## src/ctk_pkg.sv

```systemverilog
// ============================================================================
// ctk_pkg
// Shared types, codes and constants of the capacitive touch key detector.
// ============================================================================
`timescale 1ns / 1ps

package ctk_pkg;

    localparam int unsigned SAMPLE_W = 16;     // charge-time count width
    localparam int unsigned SUM_W    = 20;     // calibration accumulator width
    localparam int unsigned GCNT_W   = 3;      // scan group counter width

    localparam int unsigned CAL_SAMPLES_DEFAULT   = 10;
    localparam int unsigned LOCKOUT_SCANS_DEFAULT = 3;

    localparam logic [SAMPLE_W-1:0] FAIL_LIMIT = 16'h7FFF;   // half counter range
    localparam logic [SAMPLE_W-1:0] SAMPLE_MAX = 16'hFFFF;

    localparam logic [GCNT_W-1:0] GROUP_SINGLE = 3'd3;
    localparam logic [GCNT_W-1:0] GROUP_CONT   = 3'd6;

    // input action codes
    localparam logic ACT_CAL  = 1'b0;
    localparam logic ACT_SCAN = 1'b1;

    // result kind codes
    localparam logic KIND_CAL  = 1'b0;
    localparam logic KIND_SCAN = 1'b1;

    typedef struct packed {
        logic                done;
        logic                failed;
        logic [SAMPLE_W-1:0] value;
    } t_cal_result;

    typedef struct packed {
        logic                done;
        logic                pressed;
        logic [SAMPLE_W-1:0] peak;
    } t_scan_result;

endpackage

```

## src/ctk_if.sv

```systemverilog
// ============================================================================
// ctk_if
// Valid/ready channels of the touch key detector: sample in, result out,
// and the mode register write channel.
// ============================================================================
`timescale 1ns / 1ps

interface ctk_in_if;
    logic        valid;
    logic        ready;
    logic        action;
    logic [15:0] sample;

    modport source (output valid, output action, output sample, input ready);
    modport sink   (input valid, input action, input sample, output ready);
endinterface

interface ctk_out_if;
    logic        valid;
    logic        ready;
    logic        result_kind;
    logic        pressed;
    logic        calibration_failed;
    logic [15:0] baseline_value;
    logic [15:0] peak_value;

    modport source (output valid, output result_kind, output pressed,
                    output calibration_failed, output baseline_value,
                    output peak_value, input ready);
    modport sink   (input valid, input result_kind, input pressed,
                    input calibration_failed, input baseline_value,
                    input peak_value, output ready);
endinterface

interface ctk_cfg_if;
    logic valid;
    logic ready;
    logic data;     // continuous_mode

    modport source (output valid, output data, input ready);
    modport sink   (input valid, input data, output ready);
endinterface

```

## src/capacitive_touch_key_detector_unit.sv

```systemverilog
// ============================================================================
// capacitive_touch_key_detector_unit
// Charge-time touch key detector. Takes one capture count per transaction
// and sustains one transaction per clock unless o_out.ready holds it back:
// each sample is latched in an input register, handled by one pass of
// combinational logic (calibration sum and trimmed mean via a single 20x21
// reciprocal multiply, or the scan-group compares) and lands in the result
// register as soon as that slot is free or its result is taken. Calibration
// samples (action 0) build the idle baseline; every CAL_SAMPLES-th one
// yields a result with the trimmed mean and a failure flag when it exceeds
// half the counter range. Scan samples (action 1) are grouped by three, or
// by six when continuous_mode is set; each finished group yields a result
// with its qualified peak and a press flag. In single mode a press
// clears the press flag of the next LOCKOUT_SCANS-1 groups, the count being
// reloaded on every in-window group. Samples that do not close a run or
// group yield no result. The mode register may only be written while no
// transaction is in flight.
// ============================================================================
`timescale 1ns / 1ps

module capacitive_touch_key_detector_unit #(
    parameter int unsigned CAL_SAMPLES   = ctk_pkg::CAL_SAMPLES_DEFAULT,
    parameter int unsigned LOCKOUT_SCANS = ctk_pkg::LOCKOUT_SCANS_DEFAULT
) (
    input  logic          i_clk,
    input  logic          i_rst_n,
    ctk_cfg_if.sink       i_cfg,
    ctk_in_if.sink        i_in,
    ctk_out_if.source     o_out
);
    import ctk_pkg::*;

    // mode register, always writable
    logic r_continuous;

    // input register
    logic                r_in_valid;
    logic                r_action;
    logic [SAMPLE_W-1:0] r_sample;

    // result register
    logic                r_out_valid;
    logic                r_kind;
    logic                r_pressed;
    logic                r_failed;
    logic [SAMPLE_W-1:0] r_base_out;
    logic [SAMPLE_W-1:0] r_peak_out;

    logic                advance;   // result slot free after this edge
    logic                fire;      // latched sample processed this edge
    logic                cal_en, scan_en;
    logic [SAMPLE_W-1:0] baseline;
    t_cal_result         cal_res;
    t_scan_result        scan_res;

    assign advance = !r_out_valid || o_out.ready;
    assign fire    = r_in_valid && advance;
    assign cal_en  = fire && (r_action == ACT_CAL);
    assign scan_en = fire && (r_action == ACT_SCAN);

    assign i_in.ready  = !r_in_valid || advance;
    assign i_cfg.ready = 1'b1;

    always_ff @(posedge i_clk) begin
        if (!i_rst_n) begin
            r_continuous <= 1'b0;
        end else if (i_cfg.valid) begin
            r_continuous <= i_cfg.data;
        end
    end

    // Input stage: reloads whenever the latched sample moves on.
    always_ff @(posedge i_clk) begin
        if (!i_rst_n) begin
            r_in_valid <= 1'b0;
        end else if (i_in.ready) begin
            r_in_valid <= i_in.valid;
        end
    end

    always_ff @(posedge i_clk) begin
        if (i_in.ready && i_in.valid) begin
            r_action <= i_in.action;
            r_sample <= i_in.sample;
        end
    end

    ctk_calib #(
        .CAL_SAMPLES (CAL_SAMPLES)
    ) u_calib (
        .i_clk      (i_clk),
        .i_rst_n    (i_rst_n),
        .i_en       (cal_en),
        .i_sample   (r_sample),
        .o_baseline (baseline),
        .o_res      (cal_res)
    );

    // Scan sees the baseline current at its step; a calibration finishing
    // at an earlier step has already updated it.
    ctk_scan #(
        .LOCKOUT_SCANS (LOCKOUT_SCANS)
    ) u_scan (
        .i_clk        (i_clk),
        .i_rst_n      (i_rst_n),
        .i_en         (scan_en),
        .i_continuous (r_continuous),
        .i_sample     (r_sample),
        .i_baseline   (baseline),
        .o_res        (scan_res)
    );

    // Result stage: holds until taken, refills in the same cycle.
    always_ff @(posedge i_clk) begin
        if (!i_rst_n) begin
            r_out_valid <= 1'b0;
        end else if (advance) begin
            r_out_valid <= (cal_en && cal_res.done) || (scan_en && scan_res.done);
        end
    end

    always_ff @(posedge i_clk) begin
        if (cal_en) begin
            r_kind     <= KIND_CAL;
            r_pressed  <= 1'b0;
            r_failed   <= cal_res.failed;
            r_base_out <= cal_res.value;
            r_peak_out <= '0;
        end else if (scan_en) begin
            r_kind     <= KIND_SCAN;
            r_pressed  <= scan_res.pressed;
            r_failed   <= 1'b0;
            r_base_out <= baseline;
            r_peak_out <= scan_res.peak;
        end
    end

    assign o_out.valid              = r_out_valid;
    assign o_out.result_kind        = r_kind;
    assign o_out.pressed            = r_pressed;
    assign o_out.calibration_failed = r_failed;
    assign o_out.baseline_value     = r_base_out;
    assign o_out.peak_value         = r_peak_out;

endmodule

```

## src/ctk_calib.sv

```systemverilog
// ============================================================================
// ctk_calib
// Calibration run: running sum, two smallest / two largest tracking and
// trimmed-mean baseline by reciprocal multiply.
// ============================================================================
`timescale 1ns / 1ps

module ctk_calib #(
    parameter int unsigned CAL_SAMPLES = ctk_pkg::CAL_SAMPLES_DEFAULT
) (
    input  logic                          i_clk,
    input  logic                          i_rst_n,
    input  logic                          i_en,
    input  logic [ctk_pkg::SAMPLE_W-1:0]  i_sample,
    output logic [ctk_pkg::SAMPLE_W-1:0]  o_baseline,
    output ctk_pkg::t_cal_result          o_res
);
    import ctk_pkg::*;

    localparam int unsigned CNT_W  = $clog2(CAL_SAMPLES + 1);
    localparam int unsigned DIV    = CAL_SAMPLES - 4;
    localparam int unsigned DIV_L  = $clog2(DIV);
    localparam int unsigned SH     = SUM_W + DIV_L;
    localparam int unsigned M_W    = SUM_W + 1;
    localparam int unsigned PROD_W = SUM_W + M_W;
    // ceil(2^SH / DIV): exact quotient for any SUM_W-bit dividend
    localparam logic [M_W-1:0] RECIP = M_W'(((64'd1 << SH) + DIV - 1) / DIV);

    logic [CNT_W-1:0]    r_count,  n_count;
    logic [SUM_W-1:0]    r_sum,    n_sum;
    logic [SAMPLE_W-1:0] r_small0, n_small0, r_small1, n_small1;
    logic [SAMPLE_W-1:0] r_large0, n_large0, r_large1, n_large1;
    logic [SAMPLE_W-1:0] r_baseline;
    logic                last;
    logic [SUM_W-1:0]    trimmed;
    logic [PROD_W-1:0]   prod;
    logic [SAMPLE_W-1:0] quot;

    always_comb begin
        n_sum   = r_sum + SUM_W'(i_sample);
        n_count = r_count + CNT_W'(1);

        n_small0 = r_small0;
        n_small1 = r_small1;
        if (i_sample < r_small0) begin
            n_small1 = r_small0;
            n_small0 = i_sample;
        end else if (i_sample < r_small1) begin
            n_small1 = i_sample;
        end

        n_large0 = r_large0;
        n_large1 = r_large1;
        if (i_sample > r_large0) begin
            n_large1 = r_large0;
            n_large0 = i_sample;
        end else if (i_sample > r_large1) begin
            n_large1 = i_sample;
        end

        last    = (n_count == CNT_W'(CAL_SAMPLES));
        trimmed = n_sum - SUM_W'(n_small0) - SUM_W'(n_small1)
                        - SUM_W'(n_large0) - SUM_W'(n_large1);
        prod    = PROD_W'(trimmed) * PROD_W'(RECIP);
        quot    = prod[SH +: SAMPLE_W];

        o_res.done   = last;
        o_res.failed = (quot > FAIL_LIMIT);
        o_res.value  = quot;
    end

    assign o_baseline = r_baseline;

    always_ff @(posedge i_clk) begin
        if (!i_rst_n) begin
            r_count    <= '0;
            r_sum      <= '0;
            r_small0   <= SAMPLE_MAX;
            r_small1   <= SAMPLE_MAX;
            r_large0   <= '0;
            r_large1   <= '0;
            r_baseline <= '0;
        end else if (i_en) begin
            if (last) begin
                r_count    <= '0;
                r_sum      <= '0;
                r_small0   <= SAMPLE_MAX;
                r_small1   <= SAMPLE_MAX;
                r_large0   <= '0;
                r_large1   <= '0;
                r_baseline <= quot;     // taken over even when flagged failed
            end else begin
                r_count  <= n_count;
                r_sum    <= n_sum;
                r_small0 <= n_small0;
                r_small1 <= n_small1;
                r_large0 <= n_large0;
                r_large1 <= n_large1;
            end
        end
    end

endmodule

```

## src/ctk_scan.sv

```systemverilog
// ============================================================================
// ctk_scan
// Scan group: valid-sample count, peak tracking, press window and lockout.
// ============================================================================
`timescale 1ns / 1ps

module ctk_scan #(
    parameter int unsigned LOCKOUT_SCANS = ctk_pkg::LOCKOUT_SCANS_DEFAULT
) (
    input  logic                          i_clk,
    input  logic                          i_rst_n,
    input  logic                          i_en,
    input  logic                          i_continuous,
    input  logic [ctk_pkg::SAMPLE_W-1:0]  i_sample,
    input  logic [ctk_pkg::SAMPLE_W-1:0]  i_baseline,
    output ctk_pkg::t_scan_result         o_res
);
    import ctk_pkg::*;

    localparam int unsigned LOCK_W = $clog2(LOCKOUT_SCANS + 1);
    localparam logic [GCNT_W-1:0] NEED_SINGLE = GCNT_W'(int'(GROUP_SINGLE) * 2 / 3);
    localparam logic [GCNT_W-1:0] NEED_CONT   = GCNT_W'(int'(GROUP_CONT) * 2 / 3);

    logic [GCNT_W-1:0]   r_gcnt,  n_gcnt;
    logic [GCNT_W-1:0]   r_valid, n_valid;
    logic [SAMPLE_W-1:0] r_peak,  n_peak;
    logic [LOCK_W-1:0]   r_lock,  n_lock;

    logic [GCNT_W-1:0]   group_n, need;
    logic [18:0]         s_x4, b_x5;
    logic [17:0]         p_x3, b_x4;
    logic [19:0]         b_x10;
    logic                hit, done, in_range;
    logic [SAMPLE_W-1:0] peak;
    logic [LOCK_W-1:0]   lk0, lk1;

    always_comb begin
        group_n = i_continuous ? GROUP_CONT : GROUP_SINGLE;
        need    = i_continuous ? NEED_CONT  : NEED_SINGLE;

        // s > b*5/4  <=>  4s > 5b
        s_x4 = {1'b0, i_sample, 2'b00};
        b_x5 = {1'b0, i_baseline, 2'b00} + {3'b000, i_baseline};
        hit  = (s_x4 > b_x5);

        n_valid = r_valid + GCNT_W'(hit);
        n_peak  = (i_sample > r_peak) ? i_sample : r_peak;
        n_gcnt  = r_gcnt + GCNT_W'(1);
        done    = (n_gcnt >= group_n);
        peak    = (n_valid >= need) ? n_peak : '0;

        // peak > b*4/3  <=>  3*peak > 4b
        p_x3     = {2'b00, peak} + {1'b0, peak, 1'b0};
        b_x4     = {i_baseline, 2'b00};
        b_x10    = {1'b0, i_baseline, 3'b000} + {3'b000, i_baseline, 1'b0};
        in_range = (p_x3 > b_x4) && ({4'b0000, peak} < b_x10);

        lk0    = i_continuous ? '0 : r_lock;
        lk1    = in_range ? LOCK_W'(LOCKOUT_SCANS) : lk0;
        n_lock = (lk1 != '0) ? lk1 - LOCK_W'(1) : '0;

        o_res.done    = done;
        o_res.pressed = in_range && (lk0 == '0);
        o_res.peak    = peak;
    end

    always_ff @(posedge i_clk) begin
        if (!i_rst_n) begin
            r_gcnt  <= '0;
            r_valid <= '0;
            r_peak  <= '0;
            r_lock  <= '0;
        end else if (i_en) begin
            if (done) begin
                r_gcnt  <= '0;
                r_valid <= '0;
                r_peak  <= '0;
                r_lock  <= n_lock;
            end else begin
                r_gcnt  <= n_gcnt;
                r_valid <= n_valid;
                r_peak  <= n_peak;
            end
        end
    end

endmodule
```

## src/flat_wrapper.sv

```systemverilog
// flat-port wrapper written by rule: the top's interface ports become plain ports
module capacitive_touch_key_detector_unit_flat import ctk_pkg::*;
#(
    parameter int unsigned CAL_SAMPLES   = ctk_pkg::CAL_SAMPLES_DEFAULT,
    parameter int unsigned LOCKOUT_SCANS = ctk_pkg::LOCKOUT_SCANS_DEFAULT
)
  (i_clk, i_rst_n, i_cfg_valid, i_cfg_data, i_cfg_ready, i_in_valid, i_in_action, i_in_sample, i_in_ready, o_out_valid, o_out_result_kind, o_out_pressed, o_out_calibration_failed, o_out_baseline_value, o_out_peak_value, o_out_ready);
  ctk_cfg_if i_cfg_i ();
  ctk_in_if i_in_i ();
  ctk_out_if o_out_i ();
  input  logic i_clk;
  input  logic i_rst_n;
  input wire logic [$bits(i_cfg_i.valid)-1:0] i_cfg_valid;
  input wire logic [$bits(i_cfg_i.data)-1:0] i_cfg_data;
  output wire logic [$bits(i_cfg_i.ready)-1:0] i_cfg_ready;
  input wire logic [$bits(i_in_i.valid)-1:0] i_in_valid;
  input wire logic [$bits(i_in_i.action)-1:0] i_in_action;
  input wire logic [$bits(i_in_i.sample)-1:0] i_in_sample;
  output wire logic [$bits(i_in_i.ready)-1:0] i_in_ready;
  output wire logic [$bits(o_out_i.valid)-1:0] o_out_valid;
  output wire logic [$bits(o_out_i.result_kind)-1:0] o_out_result_kind;
  output wire logic [$bits(o_out_i.pressed)-1:0] o_out_pressed;
  output wire logic [$bits(o_out_i.calibration_failed)-1:0] o_out_calibration_failed;
  output wire logic [$bits(o_out_i.baseline_value)-1:0] o_out_baseline_value;
  output wire logic [$bits(o_out_i.peak_value)-1:0] o_out_peak_value;
  input wire logic [$bits(o_out_i.ready)-1:0] o_out_ready;
  assign i_cfg_i.valid = i_cfg_valid;
  assign i_cfg_i.data = i_cfg_data;
  assign i_cfg_ready = i_cfg_i.ready;
  assign i_in_i.valid = i_in_valid;
  assign i_in_i.action = i_in_action;
  assign i_in_i.sample = i_in_sample;
  assign i_in_ready = i_in_i.ready;
  assign o_out_valid = o_out_i.valid;
  assign o_out_result_kind = o_out_i.result_kind;
  assign o_out_pressed = o_out_i.pressed;
  assign o_out_calibration_failed = o_out_i.calibration_failed;
  assign o_out_baseline_value = o_out_i.baseline_value;
  assign o_out_peak_value = o_out_i.peak_value;
  assign o_out_i.ready = o_out_ready;
  capacitive_touch_key_detector_unit #(.CAL_SAMPLES(CAL_SAMPLES), .LOCKOUT_SCANS(LOCKOUT_SCANS)) u_core (.i_clk(i_clk), .i_rst_n(i_rst_n), .i_cfg(i_cfg_i), .i_in(i_in_i), .o_out(o_out_i));
endmodule
```

## config.mk

```make
export PLATFORM = sky130hd
export DESIGN_NAME = capacitive_touch_key_detector_unit_flat
export DESIGN_NICKNAME = d
export VERILOG_FILES = /design/src/ctk_pkg.sv /design/src/ctk_if.sv /design/src/capacitive_touch_key_detector_unit.sv /design/src/ctk_calib.sv /design/src/ctk_scan.sv /design/src/flat_wrapper.sv
export SDC_FILE = /design/constraint.sdc
export NUM_CORES = 1
export LEC_CHECK = 0
export ABC_AREA = 0
export BUFFER_PORTS_ARGS = -buffer_cell sky130_fd_sc_hd__buf_2
export CAP_MARGIN = 20
export CORE_MARGIN = 5
export CORE_UTILIZATION = 40
export CTS_CLUSTER_DIAMETER = 200
export DETAILED_ROUTE_END_ITERATION = 16
export SETUP_SLACK_MARGIN = 0.1
export SLEW_MARGIN = 40
export SYNTH_ARGS = -nofsm -noshare
export SYNTH_HDL_FRONTEND = slang
export SYNTH_SLANG_ARGS = --single-unit
```

## constraint.sdc

```tcl
create_clock -name i_clk -period 23.2 [get_ports i_clk]
set_clock_uncertainty 0.2 [all_clocks]
set_input_delay 1.16 -clock i_clk [delete_from_list [all_inputs] [get_ports i_clk]]
set_output_delay 1.16 -clock i_clk [all_outputs]
set_load 0.01 [all_outputs]
```

# Word level (Yosys, flattened, before mapping)

Index checks and enable logic that the tools add are counted.

Register bits after elaboration: 183
Output and inout port bits: 38
Logic and storage cells: 91

Add/sub/neg operators: 12
$mul: 1
Magnitude comparators: 11
Equality and inequality tests: 1
Muxes and demuxes: 26
Bitwise logic cells: 1
Reductions and logical operators: 18

Operators with widths:

| kind                                                            | number |
|---|---|
| two-way mux 16 bit                                              | 15 |
| subtractor 20 x 16 -> 20 bit                                    | 4 |
| greater-than comparator 16 bit                                  | 3 |
| multiplier 20 x 20 -> 38 bit, second input constant             | 1 |
| less-than comparator 16 bit                                     | 2 |
| adder 19 x 17 -> 20 bit                                         | 1 |
| adder 20 x 16 -> 20 bit                                         | 1 |
| less-than comparator 16 x 20 -> 1 bit                           | 1 |
| two-way mux 20 bit                                              | 1 |
| adder 18 x 16 -> 19 bit                                         | 1 |
| greater-than comparator 18 x 19 -> 1 bit                        | 1 |
| adder 16 x 17 -> 18 bit                                         | 1 |
| greater-than comparator 18 bit                                  | 1 |
| greater-than comparator 16 x 15 -> 1 bit, second input constant | 1 |
| two-way mux 3 bit                                               | 4 |
| logical AND 1 bit                                               | 8 |
| >= comparator 3 bit                                             | 2 |
| two-way mux 2 bit                                               | 3 |
| adder 4 x 1 -> 4 bit, second input constant                     | 1 |
| == test 4 bit, second input constant                            | 1 |
| two-way mux 4 bit                                               | 1 |
| AND reduction 2 bit                                             | 2 |
| nonzero test 2 bit                                              | 2 |
| adder 3 x 1 -> 3 bit                                            | 1 |
| 7 further kinds                                                 | 11 |

# Longest topological paths before layout

Gate-level depths: netlist of run 1.

Word-level depth: 11
Depth in mapped cells: 50
Depth with buffers taken out: 47

# By module

From an unflattened synthesis of run 1, not the netlist that was laid out.

Cell total of the unflattened synthesis: 2711
Area total of the unflattened synthesis: 23344.9 um^2

By module, submodules not included:

| module                             | instances | cells each | area an instance (um^2) | sequential area each (um^2) |
|---|---|---|---|---|
| ctk_calib                          | 1         | 1995       | 16958.8                 | 2082.0 |
| ctk_scan                           | 1         | 562        | 4306.6                  | 480.5 |
| capacitive_touch_key_detector_unit | 1         | 154        | 2079.5                  | 1441.4 |

# Least setup slack after synthesis of run 1

Ideal clock, no wire load.

Path type: reg-to-reg
Start: reg u_core.r_sample[1]
End: reg u_core.r_base_out[15] (netlist: u_core.o_out.baseline_value[15]) (data pin)
Arrival: 11.461 ns
Data required time: 22.732 ns
Path slack: 11.271 ns
Cell stages (with the launch flop): 47
Path through: edfxtp_1 -> ha_1 -> nor2b_1 -> o21a_1 -> o21a_1 -> o21a_1 -> o21ai_0 -> a21oi_1 -> nor4b_2 -> buf_2 -> or2_1 -> clkbuf_1 -> clkbuf_1 -> o21ai_0 -> fa_1 -> fa_1 -> fa_1 -> inv_1 -> (+11 left out) -> fa_1 -> inv_1 -> fa_1 -> fa_1 -> fa_1 -> inv_1 -> fa_1 -> inv_1 -> ha_1 -> nand4_1 -> nor4_1 -> o211ai_1 -> o2111a_1 -> and3b_1 -> o31a_1 -> o21ai_0 -> xnor2_1 -> o21ai_0

Longest elaborated chain between the ends: 8

RTL lines:

| what                                                                      | line                                      | source |
|---|---|---|
| from (decl)                                                               | capacitive_touch_key_detector_unit.sv:39  | `logic [SAMPLE_W-1:0] r_sample;` |
| from (signal assigned)                                                    | capacitive_touch_key_detector_unit.sv:84  | `r_sample <= i_in.sample;` |
| less-than comparator 16 bit, on equally long branches                     | ctk_calib.sv:45, ctk_calib.sv:48          |  |
| two-way mux 16 bit, on equally long branches                              | ctk_calib.sv:45, ctk_calib.sv:48          |  |
| subtractor 20 x 16 -> 20 bit / two-way mux 16 bit (equally long branches) | ctk_calib.sv:62, ctk_calib.sv:45          |  |
| subtractor 20 x 16 -> 20 bit                                              | ctk_calib.sv:62                           | `trimmed = n_sum - SUM_W'(n_small0) - SUM_W'(n_small1)` |
| subtractor 20 x 16 -> 20 bit                                              | ctk_calib.sv:63                           | `- SUM_W'(n_large0) - SUM_W'(n_large1);` |
| subtractor 20 x 16 -> 20 bit *                                            | ctk_calib.sv:63                           |  |
| multiplier 20 x 20 -> 38 bit *                                            | ctk_calib.sv:64                           | `prod = PROD_W'(trimmed) * PROD_W'(RECIP);` |
| two-way mux 16 bit *                                                      | capacitive_touch_key_detector_unit.sv:123 | `if (cal_en) begin` |
| to (signal assigned)                                                      | capacitive_touch_key_detector_unit.sv:127 | `r_base_out <= cal_res.value;` |
| to (signal assigned)                                                      | capacitive_touch_key_detector_unit.sv:133 | `r_base_out <= baseline;` |
| to (decl)                                                                 | capacitive_touch_key_detector_unit.sv:46  | `logic [SAMPLE_W-1:0] r_base_out;` |

Mark *: on every way between the ends. The rest lies on a longest branch, timed or not.
A chain may end at the register's enable or synchronous reset.

# Worst setup path after layout of run 1

Same ends and word-level chain as after synthesis.

==> results of run 1 <==
-- cell usage after synthesis, types with 4 or more instances --
| library cell | instances |
|---|---|
| o21ai_1 | 14 |
| xnor2_1 | 52 |
| nor4_1 | 5 |
| and3_1 | 7 |
| o211ai_1 | 64 |
| mux2i_1 | 17 |
| or3_1 | 10 |
| nor2_1 | 147 |
| nand2b_1 | 18 |
| a21boi_0 | 7 |
| o221ai_1 | 16 |
| nand4_1 | 28 |
| a31oi_1 | 12 |
| and2_1 | 12 |
| inv_1 | 429 |
| clkbuf_1 | 69 |
| edfxtp_1 | 34 |
| xor2_1 | 42 |
| buf_1 | 4 |
| nand3_1 | 50 |
| nand2_1 | 184 |
| fa_1 | 188 |
| o21a_1 | 20 |
| a211oi_1 | 24 |
| o21bai_1 | 13 |
| o31a_1 | 4 |
| o21ai_0 | 177 |
| a21oi_1 | 175 |
| nor2b_1 | 15 |
| a22oi_1 | 24 |
| a21o_1 | 72 |
| buf_2 | 5 |
| ha_1 | 367 |
| mux2_2 | 5 |
| dfxtp_1 | 149 |
| o31ai_1 | 4 |
| nor3_1 | 16 |
-- how the worst max path moves through the flow --
stage / startpoint / end / slack (ns) / cells after the start
detailed placement: u_core.r_sample[1]$_DFFE_PP_ / u_core.o_out.baseline_value[15]$_DFFE_PP_ / 9.41 / 42
floorplan: u_core.r_sample[1]$_DFFE_PP_ / u_core.o_out.baseline_value[15]$_DFFE_PP_ / 11.27 / 46
finish: u_core.r_sample[1]$_DFFE_PP_ / u_core.o_out.baseline_value[15]$_DFFE_PP_ / 9.37 / 45
global placement: u_core.r_sample[1]$_DFFE_PP_ / u_core.o_out.baseline_value[15]$_DFFE_PP_ / 9.59 / 42
global route: u_core.r_sample[1]$_DFFE_PP_ / u_core.o_out.baseline_value[15]$_DFFE_PP_ / 8.55 / 45
CTS: u_core.r_sample[1]$_DFFE_PP_ / u_core.o_out.baseline_value[15]$_DFFE_PP_ / 9.36 / 42
-- per-layer routing --
layer	vias to the layer above	track usage	wire length, microns
met2	548	0.339	28400
met3	59	0.0334	3920
li1	8780	-	-
met5	-	0	0
met4	0	0.0412	866
met1	8827	0.313	30400
-- logic make-up (layout without fill, tap and decap cells) --
group	Yosys count	in the layout
mux	22	22
fa+ha+maj	555	555
simple gates	511	511
buf+inv	511	542
flops	183	183
compound gates	669	669
xor+xnor	97	97
other cells	1	1
-- registers in the layout (all words and copies together) (netlist names), 16 cells and up --
register / count
u_core.u_calib.o_baseline: 16
u_core.u_calib.r_small0: 16
u_core.u_calib.r_large0: 16
u_core.r_sample: 16
u_core.u_calib.r_small1: 16
u_core.u_scan.r_peak: 16
u_core.o_out.baseline_value: 16
u_core.u_calib.r_sum: 20
u_core.u_calib.r_large1: 16
u_core.o_out.peak_value: 16
-- layout make-up --
| class | count | area (sq um) | area share |
|---|---|---|---|
| repair buffers | 78 | 438 | 0.0185 |
| clock inverters | 14 | 159 | 0.00672 |
| flip-flops and latches | 183 | 4000 | 0.169 |
| well taps | 696 | 871 | 0.0369 |
| multi-input cells | 1855 | 16100 | 0.682 |
| inverters | 432 | 1620 | 0.0686 |
| clock buffers | 18 | 429 | 0.0182 |
-- critical path, delay by kind of cell (launching register included) --
family | cells | cell delay, ns
flip-flops | 1 | 0.89
adder cells (fa/ha/maj) | 13 | 5.63
AO/OA/AOI/OAI | 18 | 4.36
XOR/XNOR | 2 | 0.78
buffers and inverters | 7 | 0.34
AND/OR/NAND/NOR | 5 | 1.34
-- through the flow --
step            util  instance area, sq um  instances  hold slack (ns)
2_1_floorplan      -                 21900       2549            0.232
3_3_place_gp   0.425                 23000       3244            0.229
3_5_place_dp   0.425                 23000       3244            0.235
4_1_cts        0.436                 23600       3276            0.247
5_1_grt        0.436                 23600       3276            0.273
6_report       0.436                 23600       3276            0.246
==> impl_metrics.json, run 1 <==
{
  "status": "completed",
  "grt_pass1_wl_microns": 102000,
  "synth-compound-area-share": 0.192,
  "core-area_sq_mm": 0.0541,
  "worst-r2r-cell-count": 45,
  "grt_usage": 0.214,
  "dpl.hpwl_microns": 50800,
  "grt_pass1_vias": 18300,
  "yosys_warnings": 0,
  "synthCells": 2549,
  "fillers": 5348,
  "cts_root_buf": "clkbuf_16",
  "antenna_cells": 0,
  "drtIter0Drc": 1258,
  "layout_setup_ws_ns": 9.37,
  "critPathMaxFanout": 17,
  "start_util": 0.405,
  "synth-simple-area-share": 0.106,
  "synth_top_area_share": 0.209,
  "hold_viol": 0,
  "yosysTopAreaCell": "ha_1",
  "num_rows": 85,
  "min_path_type": "reg -> reg",
  "yosysSeqAreaShare": 0.182,
  "cts_max_level": 4,
  "cts_buffers": 17,
  "tritoncts_num_sinks": 183,
  "fmax_mhz": 72.3,
  "rsz0062_at_grt": "no",
  "synth_area_leaders": "ha_1 (21%), fa_1 (17%), dfxtp_1 (14%), inv_1 (7.3%), edfxtp_1 (4.7%)",
  "syn-num-nets": 3127,
  "finalWirelength_microns": 63600,
  "layout_common_cells": "inv_1 (428), ha_1 (367), fa_1 (188)",
  "min_to": "u_core.o_out.result_kind$_SDFFE_PP0P_",
  "wl_per_cell_microns": 19.4,
  "avgSynthCellArea_sq_um": 8.61,
  "route.vias.total": 18200,
  "required_ns": 23.22,
  "drv_slew": 0,
  "r2r-end": "u_core.o_out.baseline_value[15]$_DFFE_PP_",
  "slowest_delay_ns": 0.89,
  "final_common_cell": "inv_1",
  "insertion_delay_ns": 0.50,
  "synth_edf_count": 34,
  "cts.repair.resized": 0,
  "finalCriticalPeriod_ns": 13.83,
  "synth_fa_ha_area_frac": 0.381,
  "nets": 3145,
  "hold_path_startpoint": "u_core.o_out.result_kind$_SDFFE_PP0P_",
  "worstReg2RegStart": "u_core.r_sample[1]$_DFFE_PP_",
  "cpMaxStageDelayCell": "edfxtp_1",
  "max_cap_violations": 0,
  "grt_max_degree": 63,
  "gp_congestion": 0.947,
  "drive_gt1_frac": 0.0558,
  "die_height_microns": 244,
  "first_pass_iters": 5,
  "cts_buffer_depth": 2,
  "synth-seq-cells": 183,
  "post_cts.repair.setup_buffers": 0,
  "synthDistinctLibCells": 80,
  "period_share": 0.596,
  "cts_tree": "yes",
  "port_buffers": 59,
  "timing.setup.tns_ns": 0,
  "worst_slew_pin_slew_ns": 0.880,
  "arrival_ns": 13.85,
  "ys_async_sr_fraction": 0,
  "die-area_sq_mm": 0.0596,
  "end_kind": "flop",
  "io_pins": 61,
  "clk_pin_slew_ns": 0.08,
  "drc": 0,
  "area_growth_pct": 7.67,
  "synthFlopType": "dfxtp_1",
  "gr-total-overflow": 0,
  "ctsHoldBuffers": 0,
  "die_w_microns": 244,
  "start_kind": "flop",
  "synth.area.mux_share": 0.0103,
  "antenna_left": 0,
  "finalSetupViolations": 0,
  "critPathKind": "reg -> reg",
  "regToRegSetupSlack_ns": 9.37,
  "synth-xor-area-share": 0.0403,
  "max-slew-margin-rel": 0.411,
  "hold_depth": 2,
  "viasPerCell": 5.56,
  "synth_area_sq_mm": 0.0219,
  "synth_top_family_by_area": "adder cells",
  "antenna_found_initial": 0,
  "dp_slack_ns": 9.41
}
Power of run 1 is not shown: default switching activity piles up to over one toggle a cycle in this logic, so the estimate is an artifact.
==> inputs of run 2 (changes only) <==
==> constraint.sdc (replaced) <==
create_clock -name i_clk -period 12.9 [get_ports i_clk]
set_clock_uncertainty 0.2 [all_clocks]
set_input_delay 0.645 -clock i_clk [delete_from_list [all_inputs] [get_ports i_clk]]
set_output_delay 0.645 -clock i_clk [all_outputs]
set_load 0.01 [all_outputs]
==> impl_metrics.json, run 2 (synthesis results as in run 1) <==
{
  "nets": 3197,
  "gp_congestion": 0.945,
  "fmax_mhz": 82.2,
  "critPathKind": "reg -> reg",
  "arrival_ns": 12.20,
  "grt_pass1_wl_microns": 104000,
  "grt_max_degree": 63,
  "cts_max_level": 4,
  "largest_reg_flops": 20,
  "cpMaxStageDelayCell": "fa_1",
  "route.vias.total": 18500,
  "start_kind": "flop",
  "cts_buffers": 17,
  "first_pass_iters": 8,
  "viasPerCell": 5.56,
  "r2r-end": "u_core.o_out.baseline_value[1]$_DFFE_PP_",
  "io_pins": 61,
  "worstReg2RegStart": "u_core.r_sample[13]$_DFFE_PP_",
  "fillers": 5271,
  "hold_path_startpoint": "i_in_sample[12]",
  "cpMostUsedCell": "fa_1",
  "cts_tree": "yes",
  "slowest_delay_ns": 0.58,
  "cts_buffer_depth": 2,
  "gr-total-overflow": 0,
  "drc": 0,
  "antenna_found_initial": 0,
  "top_usage_layer": "met2",
  "period_share": 0.943,
  "drtIter0Drc": 1377,
  "hold_depth": 1,
  "worst-r2r-cell-count": 36,
  "core-area_sq_mm": 0.0541,
  "wl_per_cell_microns": 19.8,
  "drive_gt1_frac": 0.0813,
  "start_util": 0.405,
  "finalSetupViolations": 0,
  "grt_pass1_vias": 18500,
  "area_growth_pct": 9.90,
  "grtUsageMet1": 0.314,
  "rsz0062_at_grt": "no",
  "min_path_type": "in -> reg",
  "hold_viol": 0,
  "antenna_cells": 0,
  "min_to": "u_core.r_sample[12]$_DFFE_PP_",
  "grt_usage": 0.219,
  "required_ns": 12.93,
  "ctsHoldBuffers": 0,
  "die_height_microns": 244,
  "max_cap_violations": 0,
  "insertion_delay_ns": 0.48,
  "worst_slew_pin_slew_ns": 0.778,
  "port_buffers": 59,
  "end_kind": "flop",
  "met2_usage": 0.355,
  "status": "completed",
  "cp-startpoint": "u_core.r_sample[13]$_DFFE_PP_",
  "top_register": "u_core.u_calib.r_sum",
  "whs_ns": 0.148,
  "finalCriticalPeriod_ns": 12.17,
  "finalWirelength_microns": 65900,
  "die-area_sq_mm": 0.0596,
  "dpl.cell_count": 3288,
  "regToRegSetupSlack_ns": 0.73,
  "dpl.hpwl_microns": 53700,
  "grtUsageMet3": 0.0301,
  "clk_pin_slew_ns": 0.08,
  "layout_common_cells": "inv_1 (428), ha_1 (367), fa_1 (188)",
  "tritoncts_num_sinks": 183,
  "cts_root_buf": "clkbuf_16",
  "final_common_cell": "inv_1",
  "max-slew-margin-rel": 0.480,
  "timing.setup.tns_ns": 0,
  "num_rows": 85,
  "critPathMaxFanout": 21,
  "drv_slew": 0,
  "die_w_microns": 244,
  "antenna_left": 0,
  "stdcell_count": 3328
}
## run 2: worst max path at each step
stage / depth (start not counted) / endpoint
floorplan: 46 / u_core.o_out.baseline_value[15]$_DFFE_PP_
global placement: 43 / u_core.o_out.baseline_value[15]$_DFFE_PP_
detailed placement: 43 / u_core.o_out.baseline_value[15]$_DFFE_PP_
CTS: 43 / u_core.o_out.baseline_value[15]$_DFFE_PP_
global route: 43 / u_core.o_out.baseline_value[15]$_DFFE_PP_
finish: 36 / u_core.o_out.baseline_value[1]$_DFFE_PP_
## run 2: worst max-delay path, delay by kind of cell, from the launching register on
family          cells  cell delay, ns
compound gates     12            3.09
xor+xnor            2            0.50
fa+ha+maj          13            5.69
buf+inv             4            0.60
flops               1            0.46
simple gates        5            1.36
## run 2: timing repair
item	in CTS	in global routing
resized for setup	0	30
endpoints found under the setup margin	0	33
hold endpoints to repair	0	0
setup buffers	0	8
## run 2: cell type report
cell class,count,area (sq um),area share
sequential,183,4000,0.166
multi-input combinational,1855,16200,0.671
clock buffer,17,425,0.0176
inverter,432,1620,0.0672
clock inverter,15,163,0.00674
tap,696,871,0.0361
timing repair buffer,130,855,0.0354
## run 2: metal layers
metal	vias to the layer above	part of all wire
met4	0	0.018
met1	9039	0.47
met5	-	0
met3	74	0.055
li1	8880	-
met2	518	0.46
## run 2: metrics by stage
step	worst slack (ns)	cell area [sq um]	utilization
6_report	0.729	24100	0.446
3_3_place_gp	0.230	23300	0.431
5_1_grt	0.0761	24100	0.446
2_1_floorplan	0.971	21900	-
3_5_place_dp	0.310	23300	0.431
4_1_cts	0.278	23900	0.442
Power of run 2 is left out for the same reason.
